--- src/sv/ps2dec_pkg.sv ---
// Shared types, constants and US-layout character tables for the scan code decoder.
package ps2dec_pkg;

    localparam int CODE_W    = 8;
    localparam int CHAR_W    = 7;
    localparam int TABLE_LEN = 59;
    localparam int IDX_W     = $clog2(TABLE_LEN);

    typedef logic [CODE_W-1:0] code_t;
    typedef logic [CHAR_W-1:0] char_t;

    // Special scan code values of set 1.
    localparam code_t PREFIX_EXT  = 8'hE0;
    localparam code_t LSHIFT      = 8'h2A;
    localparam code_t RSHIFT      = 8'h36;
    localparam int    RELEASE_BIT = 7;

    // Decode outcome for one request, plus the flags it leaves behind.
    typedef struct packed {
        logic  emit;
        char_t ch;
        logic  shift_held;
        logic  skip_next;
    } decode_t;

    // Load request toward the output register.
    typedef struct packed {
        logic  load;
        char_t ch;
    } out_req_t;

    // Unshifted US layout, indexed by make code.
    localparam char_t PLAIN_TAB [TABLE_LEN] = '{
        7'h00, 7'h00, 7'h31, 7'h32, 7'h33, 7'h34, 7'h35, 7'h36, 7'h37, 7'h38, 7'h39, 7'h30,
        7'h2D, 7'h3D, 7'h08, 7'h00, 7'h71, 7'h77, 7'h65, 7'h72, 7'h74, 7'h79, 7'h75, 7'h69,
        7'h6F, 7'h70, 7'h5B, 7'h5D, 7'h0A, 7'h00, 7'h61, 7'h73, 7'h64, 7'h66, 7'h67, 7'h68,
        7'h6A, 7'h6B, 7'h6C, 7'h3B, 7'h27, 7'h60, 7'h00, 7'h5C, 7'h7A, 7'h78, 7'h63, 7'h76,
        7'h62, 7'h6E, 7'h6D, 7'h2C, 7'h2E, 7'h2F, 7'h00, 7'h2A, 7'h00, 7'h20, 7'h00
    };

    // Shifted US layout, indexed by make code.
    localparam char_t SHIFT_TAB [TABLE_LEN] = '{
        7'h00, 7'h00, 7'h21, 7'h40, 7'h23, 7'h24, 7'h25, 7'h5E, 7'h26, 7'h2A, 7'h28, 7'h29,
        7'h5F, 7'h2B, 7'h08, 7'h00, 7'h51, 7'h57, 7'h45, 7'h52, 7'h54, 7'h59, 7'h55, 7'h49,
        7'h4F, 7'h50, 7'h7B, 7'h7D, 7'h0A, 7'h00, 7'h41, 7'h53, 7'h44, 7'h46, 7'h47, 7'h48,
        7'h4A, 7'h4B, 7'h4C, 7'h3A, 7'h22, 7'h7E, 7'h00, 7'h7C, 7'h5A, 7'h58, 7'h43, 7'h56,
        7'h42, 7'h4E, 7'h4D, 7'h3C, 7'h3E, 7'h3F, 7'h00, 7'h2A, 7'h00, 7'h20, 7'h00
    };

endpackage

--- src/sv/ps2dec_decode.sv ---
// Combinational decode of one registered scan code against the shift and prefix flags.
module ps2dec_decode (
    input  ps2dec_pkg::code_t   code,
    input  logic                shift_held,
    input  logic                skip_next,
    output ps2dec_pkg::decode_t dec
);
    import ps2dec_pkg::*;

    logic [IDX_W-1:0] idx;
    char_t            plain_ch;
    char_t            shift_ch;

    // Table lookups; only meaningful when the code is below the table length.
    assign idx      = code[IDX_W-1:0];
    assign plain_ch = PLAIN_TAB[idx];
    assign shift_ch = SHIFT_TAB[idx];

    // Skip after prefix, prefix, release, shift make and table cases in priority order.
    always_comb
    begin
        dec.emit       = 1'b0;
        dec.ch         = shift_held ? shift_ch : plain_ch;
        dec.shift_held = shift_held;
        dec.skip_next  = 1'b0;
        if (skip_next)
        begin
            dec.skip_next = 1'b0;
        end
        else if (code == PREFIX_EXT)
        begin
            dec.skip_next = 1'b1;
        end
        else if (code[RELEASE_BIT])
        begin
            if ({1'b0, code[RELEASE_BIT-1:0]} inside {LSHIFT, RSHIFT})
            begin
                dec.shift_held = 1'b0;
            end
        end
        else if (code inside {LSHIFT, RSHIFT})
        begin
            dec.shift_held = 1'b1;
        end
        else if (code < code_t'(TABLE_LEN))
        begin
            dec.emit = (dec.ch != '0);
        end
    end

endmodule

--- src/sv/ps2dec_out_reg.sv ---
// Output register that holds a decoded character until the receiver takes it.
module ps2dec_out_reg (
    input  logic                 clk,
    input  logic                 rst_n,
    input  ps2dec_pkg::out_req_t req,
    input  logic                 out_stall,
    output logic                 out_valid,
    output ps2dec_pkg::char_t    ascii_char,
    output logic                 ready
);
    import ps2dec_pkg::*;

    logic  valid_reg;
    logic  valid_next;
    char_t char_reg;

    // The register can take a new character when empty or when its content leaves now.
    assign ready = !valid_reg || !out_stall;

    always_comb
    begin
        valid_next = valid_reg;
        if (req.load)
        begin
            valid_next = 1'b1;
        end
        else if (!out_stall)
        begin
            valid_next = 1'b0;
        end
    end

    always_ff @(posedge clk or negedge rst_n)
    begin
        if (!rst_n)
        begin
            valid_reg <= 1'b0;
        end
        else
        begin
            valid_reg <= valid_next;
        end
    end

    // Character payload loads only with a request.
    always_ff @(posedge clk)
    begin
        if (req.load)
        begin
            char_reg <= req.ch;
        end
    end

    assign out_valid  = valid_reg;
    assign ascii_char = char_reg;

endmodule

--- src/sv/ps2_scancode_to_ascii_decoder.sv ---
// Top level of the PS/2 set 1 scan code to US-layout ASCII decoder.
//
// Input channel: in_valid, in_stall, scancode. One raw scan code byte is
// taken per request at a clock edge where in_valid is high and in_stall low.
// Output channel: out_valid, out_stall, ascii_char. A request yields zero or
// one character; prefix bytes, the byte after a prefix, releases, shift makes
// and unmapped codes yield none.
// A character passes the input register and the decode into the output
// register, where it shows on out_valid; the receiver can take it at the
// following edge. Throughput: one scan code per cycle while in_stall is
// low, set by the single decode stage that sits between the input register
// and the output register.
// When the receiver stalls, the character holds in the output register and
// the next scan code waits in the input register; in_stall rises only when
// that waiting code must also produce a character. Codes that produce no
// character keep flowing past a stalled output.
// Reset clears the shift and prefix flags and both valid bits.
module ps2_scancode_to_ascii_decoder (
    input  logic                clk,
    input  logic                rst_n,
    input  logic                in_valid,
    output logic                in_stall,
    input  ps2dec_pkg::code_t   scancode,
    output logic                out_valid,
    input  logic                out_stall,
    output ps2dec_pkg::char_t   ascii_char
);
    import ps2dec_pkg::*;

    logic     s1_valid_reg;
    logic     s1_valid_next;
    code_t    code_reg;
    logic     shift_held_reg;
    logic     shift_held_next;
    logic     skip_next_reg;
    logic     skip_next_next;
    logic     accept;
    logic     advance;
    logic     out_ready;
    decode_t  dec;
    out_req_t out_req;

    // Decode the registered scan code.
    ps2dec_decode u_decode (
        .code       (code_reg),
        .shift_held (shift_held_reg),
        .skip_next  (skip_next_reg),
        .dec        (dec)
    );

    // The registered code leaves when it emits nothing or the output can take it.
    assign advance  = s1_valid_reg && (!dec.emit || out_ready);
    assign in_stall = s1_valid_reg && !advance;
    assign accept   = in_valid && !in_stall;

    assign out_req.load = advance && dec.emit;
    assign out_req.ch   = dec.ch;

    ps2dec_out_reg u_out_reg (
        .clk        (clk),
        .rst_n      (rst_n),
        .req        (out_req),
        .out_stall  (out_stall),
        .out_valid  (out_valid),
        .ascii_char (ascii_char),
        .ready      (out_ready)
    );

    // Input stage occupancy and flag updates.
    always_comb
    begin
        s1_valid_next   = s1_valid_reg;
        shift_held_next = shift_held_reg;
        skip_next_next  = skip_next_reg;
        if (accept)
        begin
            s1_valid_next = 1'b1;
        end
        else if (advance)
        begin
            s1_valid_next = 1'b0;
        end
        if (advance)
        begin
            shift_held_next = dec.shift_held;
            skip_next_next  = dec.skip_next;
        end
    end

    always_ff @(posedge clk or negedge rst_n)
    begin
        if (!rst_n)
        begin
            s1_valid_reg   <= 1'b0;
            shift_held_reg <= 1'b0;
            skip_next_reg  <= 1'b0;
        end
        else
        begin
            s1_valid_reg   <= s1_valid_next;
            shift_held_reg <= shift_held_next;
            skip_next_reg  <= skip_next_next;
        end
    end

    // Scan code payload register.
    always_ff @(posedge clk)
    begin
        if (accept)
        begin
            code_reg <= scancode;
        end
    end

`ifndef SYNTHESIS
    // The byte after a prefix never produces a character.
    a_skip_no_output: assert property (@(posedge clk) disable iff (!rst_n)
        advance && skip_next_reg |-> !out_req.load)
        else $error("byte after prefix produced a character");

    // A prefix that is not itself skipped arms the skip flag.
    a_prefix_arms_skip: assert property (@(posedge clk) disable iff (!rst_n)
        advance && !skip_next_reg && (code_reg == PREFIX_EXT) |=> skip_next_reg)
        else $error("prefix did not arm skip flag");

    // Stall toward the sender only while a code waits in the input register.
    a_stall_needs_code: assert property (@(posedge clk) disable iff (!rst_n)
        in_stall |-> s1_valid_reg && dec.emit)
        else $error("input stalled without a waiting character");

    // A delivered character is never zero.
    a_char_nonzero: assert property (@(posedge clk) disable iff (!rst_n)
        out_valid |-> (ascii_char != '0))
        else $error("zero character presented");
`endif

endmodule

--- config.mk ---
export PLATFORM = sky130hd
export DESIGN_NAME = ps2_scancode_to_ascii_decoder
export DESIGN_NICKNAME = d
export VERILOG_FILES = /design/src/sv/ps2dec_pkg.sv /design/src/sv/ps2dec_decode.sv /design/src/sv/ps2dec_out_reg.sv /design/src/sv/ps2_scancode_to_ascii_decoder.sv
export SDC_FILE = /design/constraint.sdc
export NUM_CORES = 1
export LEC_CHECK = 0
export CORE_ASPECT_RATIO = 0.5
export CORE_MARGIN = 2
export CORE_UTILIZATION = 45
export DETAILED_ROUTE_END_ITERATION = 10
export DONT_BUFFER_PORTS = 1
export GPL_ROUTABILITY_DRIVEN = 0
export SLEW_MARGIN = 10
export SYNTH_ARGS = -nofsm -noshare
export SYNTH_HDL_FRONTEND = slang
export SYNTH_HIERARCHICAL = 1
export SYNTH_SLANG_ARGS = --single-unit
--- constraint.sdc ---
create_clock -name clk -period 4 [get_ports clk]
set_input_delay 0.6 -clock clk [delete_from_list [all_inputs] [get_ports clk]]
set_output_delay 0.6 -clock clk [all_outputs]
set_load 0.01 [all_outputs]
# --- Word-level counts from Yosys, hierarchy flattened ---
# Memories as Yosys holds them, arrays and structs flattened.
# Index checks and enable logic that the tools add are counted.
word_totals:
  word_cells: 56
  output_inout_bits: 9
  romBits: 896
  in_bits: 12
  reg_bits: 19
  n_memories: 2
classes:
  bitwise_logic: 3
  eq_ne: 7
  reduce_logical: 17
  n_lt_le_gt_ge: 2
  n_mux: 19
mem_list:
  columns: ["name", "depth", "width", "rd", "rd_clocked_by_memory_dff", "write_ports", "line", "rtl"]
  rows:
  - ["(no name shown)", 64, 7, 1, 0, 0, "ps2dec_decode.sv:16", "assign plain_ch = PLAIN_TAB[idx];"]
  - ["(no name shown)", 64, 7, 1, 0, 0, "ps2dec_decode.sv:17", "assign shift_ch = SHIFT_TAB[idx];"]
op_table:
  columns: ["operator", "count"]
  rows:
  - ["$mux 7", 5]
  - ["$eq 8x6->1 const B", 2]
  - ["$eq 7x6->1 const B", 2]
  - ["$mux 1", 14]
  - ["$eq 8x8->1 const B", 1]
  - ["$lt 8x6->1 const B", 1]
  - ["$reduce_bool 2->1", 4]
  - ["$ge 7x7->1 const B", 1]
  - ["$not 6->7", 1]
  - ["$reduce_bool 7->1", 1]
  - ["$logic_not 1->1", 5]
  - ["$reduce_and 5->1", 1]
  - ["$logic_and 1x1->1", 4]
  - ["$ne 2x1->1 const B", 2]
  - ["$logic_or 1x1->1", 2]
  - ["$not 1->1", 2]

# --- Logic depth before layout (Yosys ltp) ---
# Gate-level depths: netlist of run 1.
depth:
  ltp_word: 19
  ltp_mapped: 15
  depth_no_buf: 11

# --- Modules after synthesis ---
# Netlist of run 1, hierarchy kept.
by_module_without_submodules:
  columns: ["module", "cells_per_inst", "instances", "seq_area_each_um2", "area_per_inst_um2"]
  rows:
  - ["ps2dec_decode", 199, 1, 0.0, 1361.3]
  - ["ps2_scancode_to_ascii_decoder", 21, 1, 315.3, 384.1]
  - ["ps2dec_out_reg", 10, 1, 235.2, 246.5]

# --- Worst setup path before layout of run 1 ---
# Ideal clock, no wire load.
synth_path:
  path_type: "reg-to-output"
  start: "reg code_reg[1]"
  end: "out in_stall"
  setup_slack_ns: 0.469
  path_stages_with_launch: 13
  arrival_time_ns: 2.931
  path_buffers: 1
  t_required_ns: 3.400
  path_cell_list: "edfxtp_1 clkbuf_1 inv_1 ha_1 nor2_2 a2111oi_0 a211o_1 o31a_1 or4_1 o31a_1 nand2_1 or2_1 inv_1"
synth_rtl:
  columns: ["item", "line", "rtl"]
  rows:
  - ["start: declaration", "ps2_scancode_to_ascii_decoder.sv:32", "code_t code_reg;"]
  - ["start signal: assignment", "ps2_scancode_to_ascii_decoder.sv:111", "code_reg <= scancode;"]
  - ["end: declaration", "ps2_scancode_to_ascii_decoder.sv:22", "output logic in_stall,"]

==> results of run 1 <==
cell type report:
cell class	count	area, sq um	share of cell area [%]
multi-input combinational	180	1290	62.1
sequential	19	551	26.6
timing repair buffer	9	80.1	3.87
tap	57	71.3	3.44
clock buffer	4	45.0	2.18
inverter	10	37.5	1.81
logic make-up after synthesis:
group,share of synthesized area [%]
adder cells (fa/ha/maj),8.79
AND/OR/NAND/NOR,24.0
multiplexers,5.97
buffers and inverters,7.79
flip-flops,27.6
AO/OA/AOI/OAI,25.4
XOR/XNOR,0.440
cells in the final DEF (no fill, tap or decap), types with 3 or more instances in the layout:
cell type and count:
nor2_1 11, nand2b_1 9, a22oi_1 3, buf_4 8, o21ai_0 10, nand3_1 7, and3b_1 3, o31a_1 3
a21oi_1 11, dfrtp_1 4, mux2i_1 4, a21o_1 3, nor3_1 6, edfxtp_1 15, and2_1 3, a31oi_1 3
clkbuf_8 3, inv_1 10, mux2_2 5, and3_1 3, nor2b_1 16, ha_1 14, nand2_1 17
worst max-delay path by stage:
stage	slack, ps	start	end
after global placement	570	code_reg[0]$_DFFE_PP_	in_stall
final	210	code_reg[0]$_DFFE_PP_	in_stall
after floorplan	470	code_reg[1]$_DFFE_PP_	in_stall
after detailed placement	560	code_reg[0]$_DFFE_PP_	code_reg[0]$_DFFE_PP_
after global routing	0.9	code_reg[0]$_DFFE_PP_	in_stall
after CTS	270	code_reg[0]$_DFFE_PP_	in_stall
power by group:
group	total (mW)	switching, mW	internal (mW)
combinational	0.207	0.120	0.0866
clock	0.126	0.0557	0.0706
sequential	0.268	0.0331	0.235
total	0.602	0.209	0.393
routing by layer:
layer	global-route usage [%]	up-vias
met4	9.49	0
met2	33.9	109
met5	0	-
li1	-	848
met3	5.75	14
met1	29.0	862
through the flow:
stage | hold slack (ps) | worst slack [ps] | instances | total power, mW | area (sq um)
global placement | 305 | 572 | 275 | 0.472 | 2030
detailed placement | 305 | 556 | 275 | 0.471 | 2030
finish | 38.4 | 214 | 279 | 0.602 | 2070
CTS | 28.7 | 266 | 279 | 0.600 | 2070
floorplan | 304 | 469 | 230 | 0.419 | 1990
global route | 25.1 | 0.886 | 279 | 0.634 | 2070
==> impl_metrics.tcl, run 1 <==
set metrics [dict create \
    crit_family "compound AO/OA/AOI/OAI gates" \
    yosysMostFrequentCell "nand2_1" \
    dr_wl_met3_um 484 \
    critPathBufInv 2 \
    grt_setup_unrepaired "no" \
    ctsLongestPathBuffers 2 \
    num_vias 1833 \
    ys_async_sr_fraction_pct 21.1 \
    start_util_pct 46.1 \
    core_area_sq_mm 0.00432 \
    wl_per_cell_um 19.1 \
    drv_cap 0 \
    ys_seq_area_share_pct 27.6 \
    detail-route-antenna-nets 0 \
    worstPathArrival_ps 3190 \
    ys_top_cells_by_area "edfxtp_1 (23%), ha_1 (8.8%), dfrtp_1 (5.0%)" \
    via_per_inst 6.57 \
    die_x_um 98.1 \
    path_depth 11 \
    rrSetupSlack_ps 480 \
    min_path_type "in2async" \
    setup_violations 0 \
    report.final.slew_viol_count 0 \
    status "complete, no violations" \
    crit_chain "inv_1 > ha_1 > and3b_1 > o21ai_1 > a311oi_1 > o2bb2ai_1 > or4_1 > o31a_1 > nand2_1 > or2_1 > inv_1" \
    tightestPinTransition_ps 580 \
    clock-sinks 19 \
    clkSlewWorstSetupHoldPaths_ps 60 \
    netlist_top_cells_count "nand2_1 (17), nor2b_1 (16), edfxtp_1 (15)" \
    rr_startpoint "code_reg[0]$_DFFE_PP_" \
    fin_crit_ps 3790 \
    rr_worst_depth 11 \
    syn_area_sq_mm 0.00199 \
    tritoncts "built" \
    cts_setup_buffers 0 \
    skew_ps 1.97 \
    yosys.cell_types.count 65 \
    insertion_delay_ps 250 \
    fin_tns_setup_ps 0 \
    ctsResizeCount 0 \
    die_area_sq_mm 0.00501 \
    cp-start-kind "register" \
    wl_met2_um 2240 \
    hold_viol 0 \
    first_pass_iters 6 \
    highest_layer "met4" \
    syn_nets 256 \
    synth_ff_type "edfxtp_1" \
    critical_path_class "reg2out" \
    grt_pass1_vias 1665 \
    drive_gt1_share_pct 11.3 \
    drt-initial-drc-count 235 \
    ctsHoldBuffers 0 \
    grt_max_degree 39 \
    die_y_um 51.0 \
    end_kind "output port" \
    netlist_instances 230 \
    drc 0 \
    grtUsageTotal_pct 21.8 \
    ys_ff_latch 19 \
    wirelength_um 5320 \
    maxSlewHeadroom_pct 61.4 \
    io_buffer_count 0 \
    max_freq_mhz 264 \
    nets 249 \
    yosysTopAreaCell "edfxtp_1" \
    worst_r2r_endpoint "code_reg[2]$_DFFE_PP_" \
    synth-edff-count 15 \
    min_period_over_period_pct 94.6 \
    antennaDiodeCount 0 \
    grt_pass1_wl_um 8510 \
    grt_overflow 0 \
    ios 21 \
    synth_top_area_share_pct 22.6 \
    row_count 17 \
    wl_met1_um 2500 \
    cp_max_fo 11 \
    dp_hpwl_um 3910 \
    critical-path-max-stage-delay_ps 540 \
    required_ps 3400 \
    postLayoutCoreUtil_pct 48.0 \
    powerDensity_mw_per_mm2 291 \
    antenna_found_initial 0 \
    p_leak_nw 0.802 \
    largest_register_ffs 8 \
    yosys_warnings 6 \
    root_buffer "clkbuf_8" \
    htree_levels 1 \
    fillers 419 \
    syn_to_final_growth_pct 3.96 \
    peakVddDrop_v 0.000290 \
    numCtsBuffers 3 \
    cp_common_cell "inv_1" \
    synth_area_per_cell_sq_um 8.66 \
    cp_slowest_cell "a311oi_1" \
]
No activity file was read; power rests on OpenSTA's default activity.
==> run 2: changes to the inputs <==
--- a/config.mk
+++ b/config.mk
@@ -11,8 +11,9 @@
 export DETAILED_ROUTE_END_ITERATION = 10
 export DONT_BUFFER_PORTS = 1
 export GPL_ROUTABILITY_DRIVEN = 0
+export HOLD_SLACK_MARGIN = 0.03
+export REMOVE_ABC_BUFFERS = 1
 export SLEW_MARGIN = 10
 export SYNTH_ARGS = -nofsm -noshare
 export SYNTH_HDL_FRONTEND = slang
-export SYNTH_HIERARCHICAL = 1
 export SYNTH_SLANG_ARGS = --single-unit
==> impl_metrics.tcl, run 2 <==
set metrics [dict create \
    dp_slack_ps 558 \
    ctsLongestPathBuffers 2 \
    grt_pass1_wl_um 8490 \
    tightestPinTransition_ps 636 \
    fillers 366 \
    grt_max_degree 46 \
    regArea_sq_um 551 \
    ios 21 \
    required_ps 3400 \
    powerDensity_mw_per_mm2 283 \
    htree_levels 1 \
    wl_per_cell_um 19.5 \
    ys_async_sr_fraction_pct 21.1 \
    largest_register_ffs 8 \
    ys_top_cells_by_area "edfxtp_1 (24%), ha_1 (9.4%), dfrtp_1 (5.3%)" \
    antennaDiodeCount 0 \
    start_util_pct 47.5 \
    first_pass_iters 5 \
    dp_hpwl_um 3750 \
    wirelength_um 5150 \
    rrSetupSlack_ps 510 \
    skew_ps 2.92 \
    yosysTopAreaCell "edfxtp_1" \
    core_area_sq_mm 0.00394 \
    die_x_um 95.2 \
    ctsHoldBuffers 0 \
    max_freq_mhz 266 \
    grt_setup_unrepaired "no" \
    grt_overflow 0 \
    synth_top_area_share_pct 24.1 \
    syn_to_final_growth_pct 6.28 \
    yosys.cell_types.count 62 \
    ys_seq_area_share_pct 29.4 \
    ys_ff_latch 19 \
    grtUsageTotal_pct 23.3 \
    worstPathArrival_ps 3170 \
    fin_crit_ps 3770 \
    muxShareOfSynthArea_pct 4.95 \
    nets 237 \
    detail-route-antenna-nets 0 \
    fin_ws_ps 235 \
    row_count 16 \
    synth_top_family_by_area "compound AO/OA/AOI/OAI gates" \
    drc 0 \
    critical_path_class "reg2out" \
    die_area_sq_mm 0.00472 \
    clkSlewWorstSetupHoldPaths_ps 70 \
    hold_viol 0 \
    antenna_found_initial 0 \
    p_leak_nw 0.731 \
    peakVddDrop_v 0.000239 \
    synth-edff-count 15 \
    yosys_warnings 0 \
    num_vias 1782 \
    synthAdderAreaFrac_pct 9.36 \
    min_period_over_period_pct 94.1 \
    maxSlewHeadroom_pct 57.6 \
    report.final.slew_viol_count 0 \
    io_buffer_count 0 \
    multi_input_area_sq_mm 0.00118 \
    status "complete, no violations" \
    netlist_top_cells_count "edfxtp_1 (15), nand2_1 (15), ha_1 (14)" \
    final_cell_mix "nand2_1 (15), edfxtp_1 (15), ha_1 (14)" \
    postPlaceCellArea_sq_mm 0.00193 \
    tritoncts "built" \
    fin_tns_setup_ps 0 \
    synth-xor-area-share_pct 0.936 \
    cp_max_fo 12 \
    drive_gt1_share_pct 11.4 \
    cts_setup_buffers 0 \
    numCtsBuffers 3 \
    clock-sinks 19 \
    min_path_type "in2reg" \
    synth_ff_type "edfxtp_1" \
    setup_violations 0 \
    ctsResizeCount 0 \
    synth-simple-area-share_pct 20.7 \
    drv_cap 0 \
    synth_compound_area_share_pct 27.1 \
    whs_ps 442 \
    end_kind "output port" \
    syn_area_sq_mm 0.00187 \
    netlist_instances 212 \
    cp-start-kind "register" \
    die_y_um 49.6 \
    insertion_delay_ps 250 \
    root_buffer "clkbuf_8" \
    grt_pass1_vias 1599 \
    drt-initial-drc-count 285 \
    finalInstanceArea_sq_mm 0.00199 \
    synth_area_per_cell_sq_um 8.83 \
    via_per_inst 6.75 \
]
==> run 2: area by class of cell <==
| type | count | share of cell area (%) |
|---|---|---|
| Timing Repair Buffer | 12 | 5.28 |
| Sequential cell | 19 | 27.7 |
| Tap cell | 54 | 3.40 |
| Clock buffer | 4 | 2.26 |
| Inverter | 11 | 2.08 |
| Multi-Input combinational cell | 164 | 59.3 |
==> run 2: worst paths after layout <==
| kind | from | to | cells past startpoint |
|---|---|---|---|
| min in group asynchronous | rst_n | u_out_reg.out_valid$_DFFE_PN0P_ | 1 |
| max reg2reg | code_reg[1]$_DFFE_PP_ | code_reg[1]$_DFFE_PP_ | 9 |
| min reg2reg | s1_valid_reg$_DFFE_PN0P_ | skip_next_reg$_DFFE_PN0P_ | 1 |
| max in group asynchronous | rst_n | skip_next_reg$_DFFE_PN0P_ | 1 |
| max | code_reg[1]$_DFFE_PP_ | in_stall | 9 |
| min | scancode[5] | code_reg[5]$_DFFE_PP_ | 0 |
==> run 2: stage by stage <==
stage                     cells  total power [mW]  utilization [%]
final                       264             0.564             50.4
after global routing        264             0.595             50.4
after CTS                   263             0.559             50.2
after detailed placement    259             0.431             49.0
after global placement      259             0.433             49.0
after floorplan             194             0.374                -
==> run 2: worst max-delay path, cell delays in order (launching register included) <==
cell and delay (ps):
edfxtp_1 660, inv_2 160, ha_1 370, nor2_2 150
nor2_1 70, a311o_1 340, o21a_1 210, or4_4 500
o31ai_4 320, nor2_1 130
==> run 2: power by group <==
group | switching (mW) | internal, mW | total, mW
Combinational | 0.109 | 0.0703 | 0.179
Clock | 0.0577 | 0.0706 | 0.128
Sequential | 0.0266 | 0.230 | 0.256
==> run 2: kinds of logic (layout without fill, tap and decap cells) <==
group	after synthesis	in the layout
buf+inv	29	27
mux	9	9
xor+xnor	2	2
simple gates	70	70
compound gates	69	69
fa+ha+maj	14	14
flops	19	19
==> run 2: layer usage <==
layer	vias up	routed length, um	global-route usage [%]
met5	-	0	0
met4	0	36	3.62
met3	8	526	5.50
met2	124	2140	33.6
met1	837	2450	35.8
li1	813	-	-
==> run 3: changes to the inputs <==
==> constraint.sdc (replaced) <==
create_clock -name clk -period 4 [get_ports clk]
set_input_delay 0.4 -clock clk [delete_from_list [all_inputs] [get_ports clk]]
set_output_delay 0.4 -clock clk [all_outputs]
set_load 0.01 [all_outputs]
==> impl_metrics.tcl, run 3 (synthesis gave the netlist of run 2 again) <==
set metrics [dict create \
    finalInstanceArea_sq_mm 0.00199 \
    fin_ws_ps 520 \
    min_period_over_period_pct 87.0 \
    numCtsBuffers 3 \
    totalPowerFinal_mw 0.560 \
    insertion_delay_ps 240 \
    dp_slack_ps 642 \
    cp_slowest_cell "edfxtp_1" \
    die_area_sq_mm 0.00472 \
    final_cell_mix "nand2_1 (15), edfxtp_1 (15), ha_1 (14)" \
    start_util_pct 47.5 \
    wl_per_cell_um 19.1 \
    nets 237 \
    max_freq_mhz 287 \
    postLayoutCoreUtil_pct 50.4 \
    postPlaceCellArea_sq_mm 0.00193 \
    io_buffer_count 0 \
    fin_cells 264 \
    setup_violations 0 \
    core_area_sq_mm 0.00394 \
    powerDensity_mw_per_mm2 282 \
    skew_ps 2.39 \
    drc 0 \
    dr_wl_met3_um 445 \
    drt-initial-drc-count 361 \
    wl_met1_um 2430 \
    grt_setup_unrepaired "no" \
    antenna_found_initial 0 \
    grt_pass1_vias 1566 \
    crit_chain "inv_2 > ha_1 > nor2_2 > nor2_1 > a311o_1 > o21a_1 > or4_4 > o31ai_4 > nor2_1" \
    peakVddDrop_v 0.000313 \
    dp_hpwl_um 3680 \
    whs_ps 249 \
    die_x_um 95.2 \
    grt_overflow 0 \
    row_count 16 \
    tritoncts "built" \
    grt_max_degree 51 \
    min_path_type "in2reg" \
    cp_common_cell "nor2_1" \
    root_buffer "clkbuf_8" \
    first_pass_iters 5 \
    status "complete, no violations" \
    p_leak_nw 0.732 \
    detail-route-antenna-nets 0 \
    drv_cap 0 \
    die_y_um 49.6 \
    hold_viol 0 \
    ctsLongestPathBuffers 2 \
    syn_to_final_growth_pct 6.28 \
    grt_pass1_wl_um 8210 \
    tightestPinTransition_ps 609 \
    fin_crit_ps 3480 \
    critical_path_class "reg2out" \
    highest_layer "met4" \
    cp-start-kind "register" \
    clkSlewWorstSetupHoldPaths_ps 60 \
    worstPathArrival_ps 3080 \
    wirelength_um 5050 \
    clock-sinks 19 \
    dpl.cell_count 259 \
    fin_tns_setup_ps 0 \
    htree_levels 1 \
    antennaDiodeCount 0 \
    ctsResizeCount 0 \
    maxSlewHeadroom_pct 59.3 \
    cp_max_fo 10 \
    report.final.slew_viol_count 0 \
    grtUsageTotal_pct 22.5 \
    wl_met2_um 2160 \
    end_kind "output port" \
    drive_gt1_share_pct 11.4 \
    largest_register_ffs 8 \
    via_per_inst 6.58 \
    num_vias 1738 \
    required_ps 3600 \
    critical-path-max-stage-delay_ps 590 \
    ios 21 \
]
-- run 3: layout make-up --
type / count / area [sq um]
inverters: 11 / 41.3
well taps: 54 / 67.6
multi-input cells: 164 / 1180
flip-flops and latches: 19 / 551
repair buffers: 12 / 105
fillers: 367 / 1950
clock buffers: 4 / 45.0
-- run 3: worst paths after layout --
path                            slack, ps                         endpoint                      from  depth (start not counted)
worst max-delay path                  520                         in_stall     code_reg[1]$_DFFE_PP_                          9
worst min-delay path                  250            code_reg[6]$_DFFE_PP_               scancode[6]                          0
worst max register to register        620            code_reg[1]$_DFFE_PP_     code_reg[1]$_DFFE_PP_                          9
worst min register to register        510        skip_next_reg$_DFFE_PN0P_  s1_valid_reg$_DFFE_PN0P_                          1
max in group asynchronous            3430        skip_next_reg$_DFFE_PN0P_                     rst_n                          1
min in group asynchronous             410  u_out_reg.out_valid$_DFFE_PN0P_                     rst_n                          1
-- run 3: what timing repair did --
item / in CTS / in global routing
setup buffers: 0 / 0
endpoints found under the hold margin: 4 / 0
hold buffers: 1 / 0
-- run 3: power breakdown --
part,switching [mW],internal [mW],total [mW]
registers,0.0272,0.230,0.257
logic,0.108,0.0704,0.179
clock network,0.0542,0.0704,0.125
-- run 3: worst max-delay path, delay by kind of cell (launching register included) --
family                     cells  cell delay, ps
and+or+nand+nor                4             840
DFF                            1             590
AOI/OAI and AO/OA              3             860
adders and majority gates      1             370
buffers and inverters          1             160
-- run 3: layer usage --
metal / global-route usage [%] / up-vias
met5: 0 / -
met4: 4.11 / 0
met3: 3.06 / 2
met2: 32.0 / 95
met1: 36.0 / 829
li1: - / 812
